===== src/rgbpw_pkg.sv =====
// shared types, constants and helpers for the rgb pulse width color reader
package rgbpw_pkg;

	localparam int COUNTER_WIDTH = 16;
	localparam int CNT_W         = 15;
	localparam int PRE_W         = 11;
	localparam int PRE_CNT_W     = 10;
	localparam int IN_TDATA_W    = 8;
	localparam int OUT_TDATA_W   = 56;

	localparam logic [PRE_W-1:0] DIV_MIN   = 11'd1;
	localparam logic [PRE_W-1:0] DIV_MAX   = 11'd1024;
	localparam logic [PRE_W-1:0] DIV_RESET = 11'd8;
	localparam logic [CNT_W-1:0] COUNT_MAX = 15'h7fff;

	// filter sequence index, also the slot of the stored count
	localparam logic [1:0] COLOR_RED   = 2'd0;
	localparam logic [1:0] COLOR_GREEN = 2'd1;
	localparam logic [1:0] COLOR_BLUE  = 2'd2;

	// dominant color codes
	localparam logic [1:0] DOM_RED   = 2'd0;
	localparam logic [1:0] DOM_BLUE  = 2'd1;
	localparam logic [1:0] DOM_GREEN = 2'd2;
	localparam logic [1:0] DOM_NONE  = 2'd3;

	typedef enum logic [1:0] {
		PH_IDLE,
		PH_WAIT_LOW,
		PH_WAIT_HIGH,
		PH_COUNT
	} phase_t;

	// one result beat, scale_s0 in the lowest bit
	typedef struct packed {
		logic [1:0]       dominant;
		logic [CNT_W-1:0] blue_count;
		logic [CNT_W-1:0] green_count;
		logic [CNT_W-1:0] red_count;
		logic             done_res;
		logic             busy_res;
		logic             filter_s3;
		logic             filter_s2;
		logic             scale_s1;
		logic             scale_s0;
	} result_t;

	function automatic logic [1:0] pick_dominant(
		input logic [CNT_W-1:0] r,
		input logic [CNT_W-1:0] g,
		input logic [CNT_W-1:0] b
	);
		logic [1:0] d;
		if (r < b && r < g)
			d = DOM_RED;
		else if (b < r && b < g)
			d = DOM_BLUE;
		else if (g < b && g < r)
			d = DOM_GREEN;
		else
			d = DOM_NONE;
		return d;
	endfunction

	function automatic logic [PRE_W-1:0] clamp_div(input logic [PRE_W-1:0] v);
		logic [PRE_W-1:0] d;
		if (v < DIV_MIN)
			d = DIV_MIN;
		else if (v > DIV_MAX)
			d = DIV_MAX;
		else
			d = v;
		return d;
	endfunction

endpackage


===== src/rgb_pulse_width_color_reader_core.sv =====
// top level: stream ports, input stage, result register and prescale register
// path: an input beat is registered in the input stage, then in the result register that drives the output
// throughput: one input beat per cycle while the output is free or taken, one result beat for every input beat
// the input stage and result register both move while the output is free or taken
// reset: asynchronous active low; idle, red selected, counts zero, dominant none,
// prescale divider 8, no beat held in either stage
module rgb_pulse_width_color_reader_core
	import rgbpw_pkg::*;
(
	input  logic                   clk,
	input  logic                   arst_n,
	// input stream
	input  logic                   s_axis_tvalid,
	output logic                   s_axis_tready,
	input  logic [IN_TDATA_W-1:0]  s_axis_tdata,  // [0] sensor_level, [1] start_req, rest zero
	// result stream
	output logic                   m_axis_tvalid,
	input  logic                   m_axis_tready,
	output logic [OUT_TDATA_W-1:0] m_axis_tdata,  // [0] scale_s0, [1] scale_s1, [2] filter_s2,
	                                              // [3] filter_s3, [4] busy_res, [5] done_res,
	                                              // [20:6] red_count, [35:21] green_count,
	                                              // [50:36] blue_count, [52:51] dominant
	// prescale divider register write
	input  logic                   cfg_valid,
	output logic                   cfg_ready,
	input  logic [PRE_W-1:0]       cfg_data
);

	logic             valid_s1;
	logic             level_s1;
	logic             start_s1;
	logic             out_valid_q;
	result_t          res_q;
	result_t          res_d;
	logic [PRE_W-1:0] prescale_q;
	logic             out_free;
	logic             adv;
	logic             in_beat;

	// config is always taken; the stored divider is already clamped to 1..1024
	assign cfg_ready = 1'b1;

	always_ff @(posedge clk or negedge arst_n) begin
		if (!arst_n)
			prescale_q <= DIV_RESET;
		else if (cfg_valid)
			prescale_q <= clamp_div(cfg_data);
	end

	// handshake: stage 1 moves on when the result register is empty or being drained
	assign out_free      = !out_valid_q || m_axis_tready;
	assign adv           = valid_s1 && out_free;
	assign s_axis_tready = !valid_s1 || out_free;
	assign in_beat       = s_axis_tvalid && s_axis_tready;

	always_ff @(posedge clk or negedge arst_n) begin
		if (!arst_n) begin
			valid_s1    <= 1'b0;
			out_valid_q <= 1'b0;
		end else begin
			if (s_axis_tready)
				valid_s1 <= s_axis_tvalid;
			if (out_free)
				out_valid_q <= adv;
		end
	end

	// input stage payload
	always_ff @(posedge clk) begin
		if (in_beat) begin
			level_s1 <= s_axis_tdata[0];
			start_s1 <= s_axis_tdata[1];
		end
	end

	// sequencer state advances once per input beat as it enters the result register
	rgbpw_fsm u_fsm (
		.clk      (clk),
		.arst_n   (arst_n),
		.step     (adv),
		.level    (level_s1),
		.start    (start_s1),
		.prescale (prescale_q),
		.res_d    (res_d)
	);

	// result register
	always_ff @(posedge clk) begin
		if (adv)
			res_q <= res_d;
	end

	assign m_axis_tvalid = out_valid_q;
	assign m_axis_tdata  = {(OUT_TDATA_W - $bits(result_t))'(0), res_q};

endmodule


===== src/rgbpw_fsm.sv =====
// read sequencer: phase, prescaler, pulse counter, stored counts and result logic
module rgbpw_fsm
	import rgbpw_pkg::*;
(
	input  logic             clk,
	input  logic             arst_n,
	input  logic             step,
	input  logic             level,
	input  logic             start,
	input  logic [PRE_W-1:0] prescale,
	output result_t          res_d
);

	localparam int HALF_EXT_W = 33;

	phase_t                   phase_q, phase_d;
	logic [1:0]               color_q, color_d;
	logic [PRE_CNT_W-1:0]     pre_q, pre_d;
	logic [COUNTER_WIDTH-1:0] pulse_q, pulse_d;
	logic [CNT_W-1:0]         counts_q [3];
	logic [CNT_W-1:0]         counts_d [3];
	logic [1:0]               dom_q, dom_d;
	logic                     done;

	logic [PRE_W-1:0]         pre_inc;
	logic [1:0]               ci;
	logic [HALF_EXT_W-1:0]    half_ext;
	logic [CNT_W-1:0]         half_sat;
	logic                     busy;

	always_ff @(posedge clk or negedge arst_n) begin
		if (!arst_n) begin
			phase_q     <= PH_IDLE;
			color_q     <= COLOR_RED;
			pre_q       <= '0;
			pulse_q     <= '0;
			counts_q[0] <= '0;
			counts_q[1] <= '0;
			counts_q[2] <= '0;
			dom_q       <= DOM_NONE;
		end else if (step) begin
			phase_q     <= phase_d;
			color_q     <= color_d;
			pre_q       <= pre_d;
			pulse_q     <= pulse_d;
			counts_q[0] <= counts_d[0];
			counts_q[1] <= counts_d[1];
			counts_q[2] <= counts_d[2];
			dom_q       <= dom_d;
		end
	end

	assign pre_inc  = {1'b0, pre_q} + PRE_W'(1);
	assign ci       = (color_q > COLOR_BLUE) ? COLOR_BLUE : color_q;
	assign half_ext = {{(HALF_EXT_W-COUNTER_WIDTH){1'b0}}, pulse_q} >> 1;
	assign half_sat = (half_ext > HALF_EXT_W'(COUNT_MAX)) ? COUNT_MAX : half_ext[CNT_W-1:0];

	always_comb begin
		phase_d     = phase_q;
		color_d     = color_q;
		pre_d       = pre_q;
		pulse_d     = pulse_q;
		counts_d[0] = counts_q[0];
		counts_d[1] = counts_q[1];
		counts_d[2] = counts_q[2];
		dom_d       = dom_q;
		done        = 1'b0;
		unique case (phase_q)
			PH_IDLE: begin
				if (start) begin
					color_d = COLOR_RED;
					phase_d = PH_WAIT_LOW;
				end
			end
			PH_WAIT_LOW: begin
				if (!level)
					phase_d = PH_WAIT_HIGH;
			end
			PH_WAIT_HIGH: begin
				if (level) begin
					pre_d   = '0;
					pulse_d = '0;
					phase_d = PH_COUNT;
				end
			end
			PH_COUNT: begin
				if (level) begin
					if (pre_inc >= prescale) begin
						pre_d = '0;
						if (pulse_q != '1)
							pulse_d = pulse_q + COUNTER_WIDTH'(1);
					end else begin
						pre_d = pre_inc[PRE_CNT_W-1:0];
					end
				end else begin
					counts_d[ci] = half_sat;
					if (ci == COLOR_BLUE) begin
						dom_d   = pick_dominant(counts_d[0], counts_d[1], counts_d[2]);
						done    = 1'b1;
						color_d = COLOR_RED;
						phase_d = PH_IDLE;
					end else begin
						color_d = ci + 2'd1;
						phase_d = PH_WAIT_LOW;
					end
				end
			end
			default: phase_d = PH_IDLE;
		endcase
	end

	// result shows the state after this tick
	assign busy = (phase_d != PH_IDLE);

	always_comb begin
		res_d.scale_s0    = busy;
		res_d.scale_s1    = 1'b0;
		res_d.filter_s2   = busy && (color_d == COLOR_GREEN);
		res_d.filter_s3   = busy && (color_d == COLOR_GREEN || color_d == COLOR_BLUE);
		res_d.busy_res    = busy;
		res_d.done_res    = done;
		res_d.red_count   = counts_d[0];
		res_d.green_count = counts_d[1];
		res_d.blue_count  = counts_d[2];
		res_d.dominant    = dom_d;
	end

endmodule


===== config.mk =====
export PLATFORM = sky130hd
export DESIGN_NAME = rgb_pulse_width_color_reader_core
export DESIGN_NICKNAME = d
export VERILOG_FILES = /design/src/rgbpw_pkg.sv /design/src/rgb_pulse_width_color_reader_core.sv /design/src/rgbpw_fsm.sv
export SDC_FILE = /design/constraint.sdc
export NUM_CORES = 1
export LEC_CHECK = 0
export BUFFER_PORTS_ARGS = -buffer_cell sky130_fd_sc_hd__buf_4
export CORE_MARGIN = 3
export CORE_UTILIZATION = 60
export DETAILED_ROUTE_END_ITERATION = 10
export PLACE_DENSITY = 0.8
export SKIP_CTS_REPAIR_TIMING = 1
export SLEW_MARGIN = 25
export SYNTH_ARGS = -nofsm -noshare
export SYNTH_HDL_FRONTEND = slang
export SYNTH_HIERARCHICAL = 1
export SYNTH_SLANG_ARGS = --single-unit

===== constraint.sdc =====
create_clock -name clk -period 5.15 [get_ports clk]
set_input_delay 0.2575 -clock clk [delete_from_list [all_inputs] [get_ports clk]]
set_output_delay 0.2575 -clock clk [all_outputs]
set_load 0.03 [all_outputs]

* Word level (Yosys, flattened, before mapping)
Index checks and enable logic that the tools add are counted.
Cells by class: reductions and logical operators 19, mux-type cells 35, equal/unequal tests 11, order comparisons 13, bitwise logic cells 2, $add $sub $neg 3
Operators by type and width (number):
- $lt 15x15->1 | 6
- $mux 45 | 2
- $mux 16 | 4
- $bwmux 45 | 1
- $pmux 16 s2 | 1
- $demux 15 s2 | 1
- $mux 10 | 3
- $mux 15 | 2
- $mux 2 | 13
- $mux 11 | 2
- $pmux 10 s2 | 1
- $add 16x1->16 const B | 1
- $ne 16x16->1 const B | 1
- $gt 15x15->1 const B | 1
- $add 10x1->11 const B | 1
- $ge 11x11->1 | 1
- $gt 11x11->1 const B | 1
- $lt 11x1->1 const B | 1
- $eq 2x2->1 const B | 4
- $logic_and 1x1->1 | 8
- $pmux 2 s4 | 1
- $reduce_and 6->1 | 1
- $eq 2x1->1 const B | 2
- $ne 2x1->1 const B | 2
- 15 further kinds | 22
Word-level totals: output and inout bits 59, input port bits 24, flip-flop bits (word level) 143

* Longest topological paths before layout
word-level depth 16, depth in mapped cells 17, mapped depth without buffers 14

* Cells and area by module
Netlist, hierarchy kept.
Modules (own cells, without submodules):
- rgbpw_fsm | area each 6691.4 um2, cells an instance 772, instances 1, seq. area each 1929.4 um2
- rgb_pulse_width_color_reader_core | area each 2270.9 um2, cells an instance 119, instances 1, seq. area each 1978.1 um2

* Least setup slack after synthesis
Ideal clock, no wire load.
kind reg-to-reg, start register u_fsm.color_q[1], end register res_q (netlist bit m_axis_tdata[52]) (data pin), library setup time 260 ps, period minus slack after synthesis 3829 ps, stages on the path, launching flop included 17, arrival time 3569 ps, path slack 1321 ps, path through dfrtp_1 -> buf_4 -> buf_4 -> buf_4 -> buf_2 -> buf_1 -> mux2_2 -> ha_1 -> and3_1 -> and3_1 -> nand3_1 -> a211oi_2 -> nand4bb_1 -> o311ai_2 -> and3_1 -> a31oi_1 -> mux2_2
RTL lines:
- start, declared | RTL line rgbpw_fsm.sv:17 | logic [1:0] color_q, color_d;
- start signal, assigned | RTL line rgbpw_fsm.sv:43 | color_q <= color_d;
- end signal, assigned | RTL line rgb_pulse_width_color_reader_core.sv:90 | res_q <= res_d;
- end, declared | RTL line rgb_pulse_width_color_reader_core.sv:33 | result_t res_q;

==> out/results.tsv <==
stage	metric	value	unit
run_status	status	finished clean	
worst_hold_path	Min-Delay Path Class	input pin to flop	
global_route	GRT Total Usage	0.252	
global_route	initial antenna violation count	0	
run	max cap viols	0	
sta	Final Slew Violations	0	
pwr	worst IR drop on VDD	0.000252	V
clock_tree	Sink Count	145	
detailed_routing	Avg WL per Cell	17.5	um
detailed_routing	DRC Markers	0	
worst_setup_path	Crit Path Max Fanout	19	
sta	relative slew slack	0.347	
sta	fmax	241	MHz
layout	final std cells w/o fill	1128	
placement	dpl hpwl	13500	um
worst_hold_path	HP Start	s_axis_tvalid	
detailed_routing	DR pass1 iterations	5	
placement	dpl cell area	9490	um^2
yosys	Post-synth EDFFs	55	
detailed_routing	number of DRC markers in iteration 0	560	
sta	minimum clock period	4.14	ns
clock_tree	Clock Latency Late Sink	0.43	ns
worst_hold_path	Worst Hold Depth	2	
worst_setup_path	Crit. End Element	flop	
die	Initial Utilization	0.614	
worst_setup_path	R2R Path Start	u_fsm/color_q[1]	
layout	Area Growth Syn to Fin	12.8	%
worst_setup_path	R2R setup slack	1.01	ns
worst_setup_path	CP Launch Type	flop	
sta	setup violators final	0	
placement	dpl cells	1093	
pwr	Pleak	4.50	nW
sta	WHS	0.0322	ns
global_route	number of global-route vias before repair	6649	
global_route	total grt overflow	0	
pwr	Cell Pwr Density	486	nW/um^2
yosys	Yosys cell types	79	
detailed_routing	Via-to-Cell Ratio	5.98	
sta	Final WS setup	1.01	ns
clock_tree	clk slew on worst S/H paths	0.06	ns
yosys	Post-Syn Area	8960	um^2
clock_tree	Root Buffer	clkbuf_16	
sta	final hold viol count	0	
clock_tree	CTS tree	built	
layout	most frequent cells in the layout	108 x nand2_1, 87 x dfrtp_1, 78 x buf_4, 69 x mux2_2, 65 x o21ai_0	
sta	clk_skew	0.0117	ns
worst_setup_path	CP Data Required Time	5.32	ns
global_route	first-pass GRT wire length	32600	um
yosys	Most used DFF post-synth	dfrtp_1	
yosys	Post-synth ARST share	0.621	
sta	Final TNS setup	0	ns
yosys	Avg Inst Size Synth	10.1	um^2
die	die span in x	128	um
layout	post-layout util	0.693	
yosys	Syn Inst Count	891	
sta	fin crit share	0.804	
die	Die H	128	um
yosys	register area share after synthesis	0.436	
die	die outline area	16400	um^2
layout	most common cell after layout, fill and taps aside	nand2_1	
sta	unrepaired setup endpoints after global routing	false	
global_route	largest net degree at the start of global routing	83	
clock_tree	Clock H-tree levels	4	
placement	RD Place Congestion	0.927	
worst_setup_path	CP dominant cell by count	and3_1	
worst_setup_path	max incr delay on CP	0.79	ns
worst_setup_path	Arr. time, crit path	4.32	ns
die	Core Region	14600	um^2
detailed_routing	DR vias	6750	
detailed_routing	Antenna Nets Post-Route	0	
clock_tree	CTS buffer count	17	
placement	input/output buffers	72	
placement	pre-CTS setup slack	1.06	ns
yosys	Seq cells post-synth	145	
clock_tree	Max clock buf depth	2	
pwr	total chip power	4.92	mW
layout	Finished Cell Area	10100	um^2
sta	Tightest Pin Transition	0.980	ns
layout	Layout Nets	1005	
layout	Antenna Cells	0	
yosys	Ys Warns	6	
worst_hold_path	Worst Hold Path EP	valid_s1	
detailed_routing	total wire length	19800	um
worst_setup_path	FF-to-FF path depth	12	
worst_setup_path	Slowest-stage cell, CP	or2_1	
die	io pins	83	
die	num rows	44	
worst_setup_path	r2r endpoint	m_axis_tdata[52]	
layout	share of cells above drive strength 1	0.217	
worst_setup_path	critical-path cell list	or2_1, mux2i_1, ha_1, and3_1, and3_1, nand3_1, a211oi_2, nand4bb_1, o311ai_2, and3_1, a31oi_1, mux2_2	
worst_setup_path	WS Path Type	flop to flop	
[cells in the mapped netlist, types with 7 or more instances]
| library cell | number | area [um^2] |
|---|---|---|
| mux2i_1 | 25 | 250 |
| nand4_1 | 7 | 43.8 |
| edfxtp_1 | 55 | 1650 |
| mux2_2 | 69 | 777 |
| nand3_1 | 29 | 145 |
| nand2_1 | 108 | 405 |
| nand3b_1 | 12 | 90.1 |
| inv_1 | 56 | 210 |
| a21oi_1 | 27 | 135 |
| nor3_1 | 7 | 35.0 |
| o21ai_0 | 65 | 325 |
| buf_4 | 12 | 90.1 |
| buf_2 | 15 | 75.1 |
| nor2_1 | 39 | 146 |
| clkbuf_1 | 30 | 113 |
| nor2b_1 | 7 | 43.8 |
| xor2_1 | 12 | 105 |
| dfrtp_1 | 87 | 2180 |
| ha_1 | 50 | 626 |
| a21o_1 | 14 | 105 |
| xnor2_1 | 26 | 228 |
| nand2b_1 | 10 | 62.6 |
[how the worst max path moves through the flow]
stage                      from          endpoint  slack, ns
5_1_grt        u_fsm/color_q[1]  m_axis_tdata[52]       0.77
4_1_cts        u_fsm/color_q[1]  m_axis_tdata[52]       1.03
3_5_place_dp   u_fsm/color_q[1]  m_axis_tdata[52]       1.06
2_1_floorplan  u_fsm/color_q[1]  m_axis_tdata[52]       1.32
6_report       u_fsm/color_q[1]  m_axis_tdata[52]       1.01
3_3_place_gp   u_fsm/color_q[1]  m_axis_tdata[52]       1.16
[logic make-up after synthesis]
family          count (synthesis)  share of synthesized area
flops                         145                      0.436
compound gates                185                      0.140
fa+ha+maj                      54                     0.0743
buf+inv                       121                     0.0604
mux                            94                      0.115
xor+xnor                       38                     0.0371
simple gates                  251                      0.136
other cells                     3                    0.00126
[cell type report]
class | count | area (um^2)
Clock inverter | 13 | 159
Clock buffer | 19 | 433
Sequential cell | 145 | 3910
Tap cell | 184 | 230
Multi-Input combinational cell | 627 | 4540
Inverter | 58 | 218
Timing Repair Buffer | 82 | 627
Fill cell | 1085 | 4480
[per-layer routing]
metal	track usage	wire (um)
met1	0.355	8990
met2	0.379	8840
met3	0.0471	1360
met4	0.117	565
met5	0	0
[registers in the layout, summed over array words and instances (netlist names), 2 cells and up]
register and flops:
u_fsm/phase_q 2, u_fsm/color_q 2, u_fsm/dom_q 2, u_fsm/pre_q 10, prescale_q 11, u_fsm/pulse_q 16, u_fsm/counts_q 45, m_axis_tdata 53
[critical path: cells and delay by family (launching register included)]
family	cells	cell delay (ns)
AND/OR/NAND/NOR	6	1.73
adder cells (fa/ha/maj)	1	0.38
multiplexers	2	0.60
AO/OA/AOI/OAI	3	0.72
flip-flops	1	0.46
[power by group]
part	leakage, nW	internal (mW)	switching (mW)
logic	2.47	0.815	1.22
registers	1.75	1.42	0.202
clock network	0.285	0.761	0.491
total	4.50	3.00	1.92
Note: power is estimated with default switching activity, not from simulation.
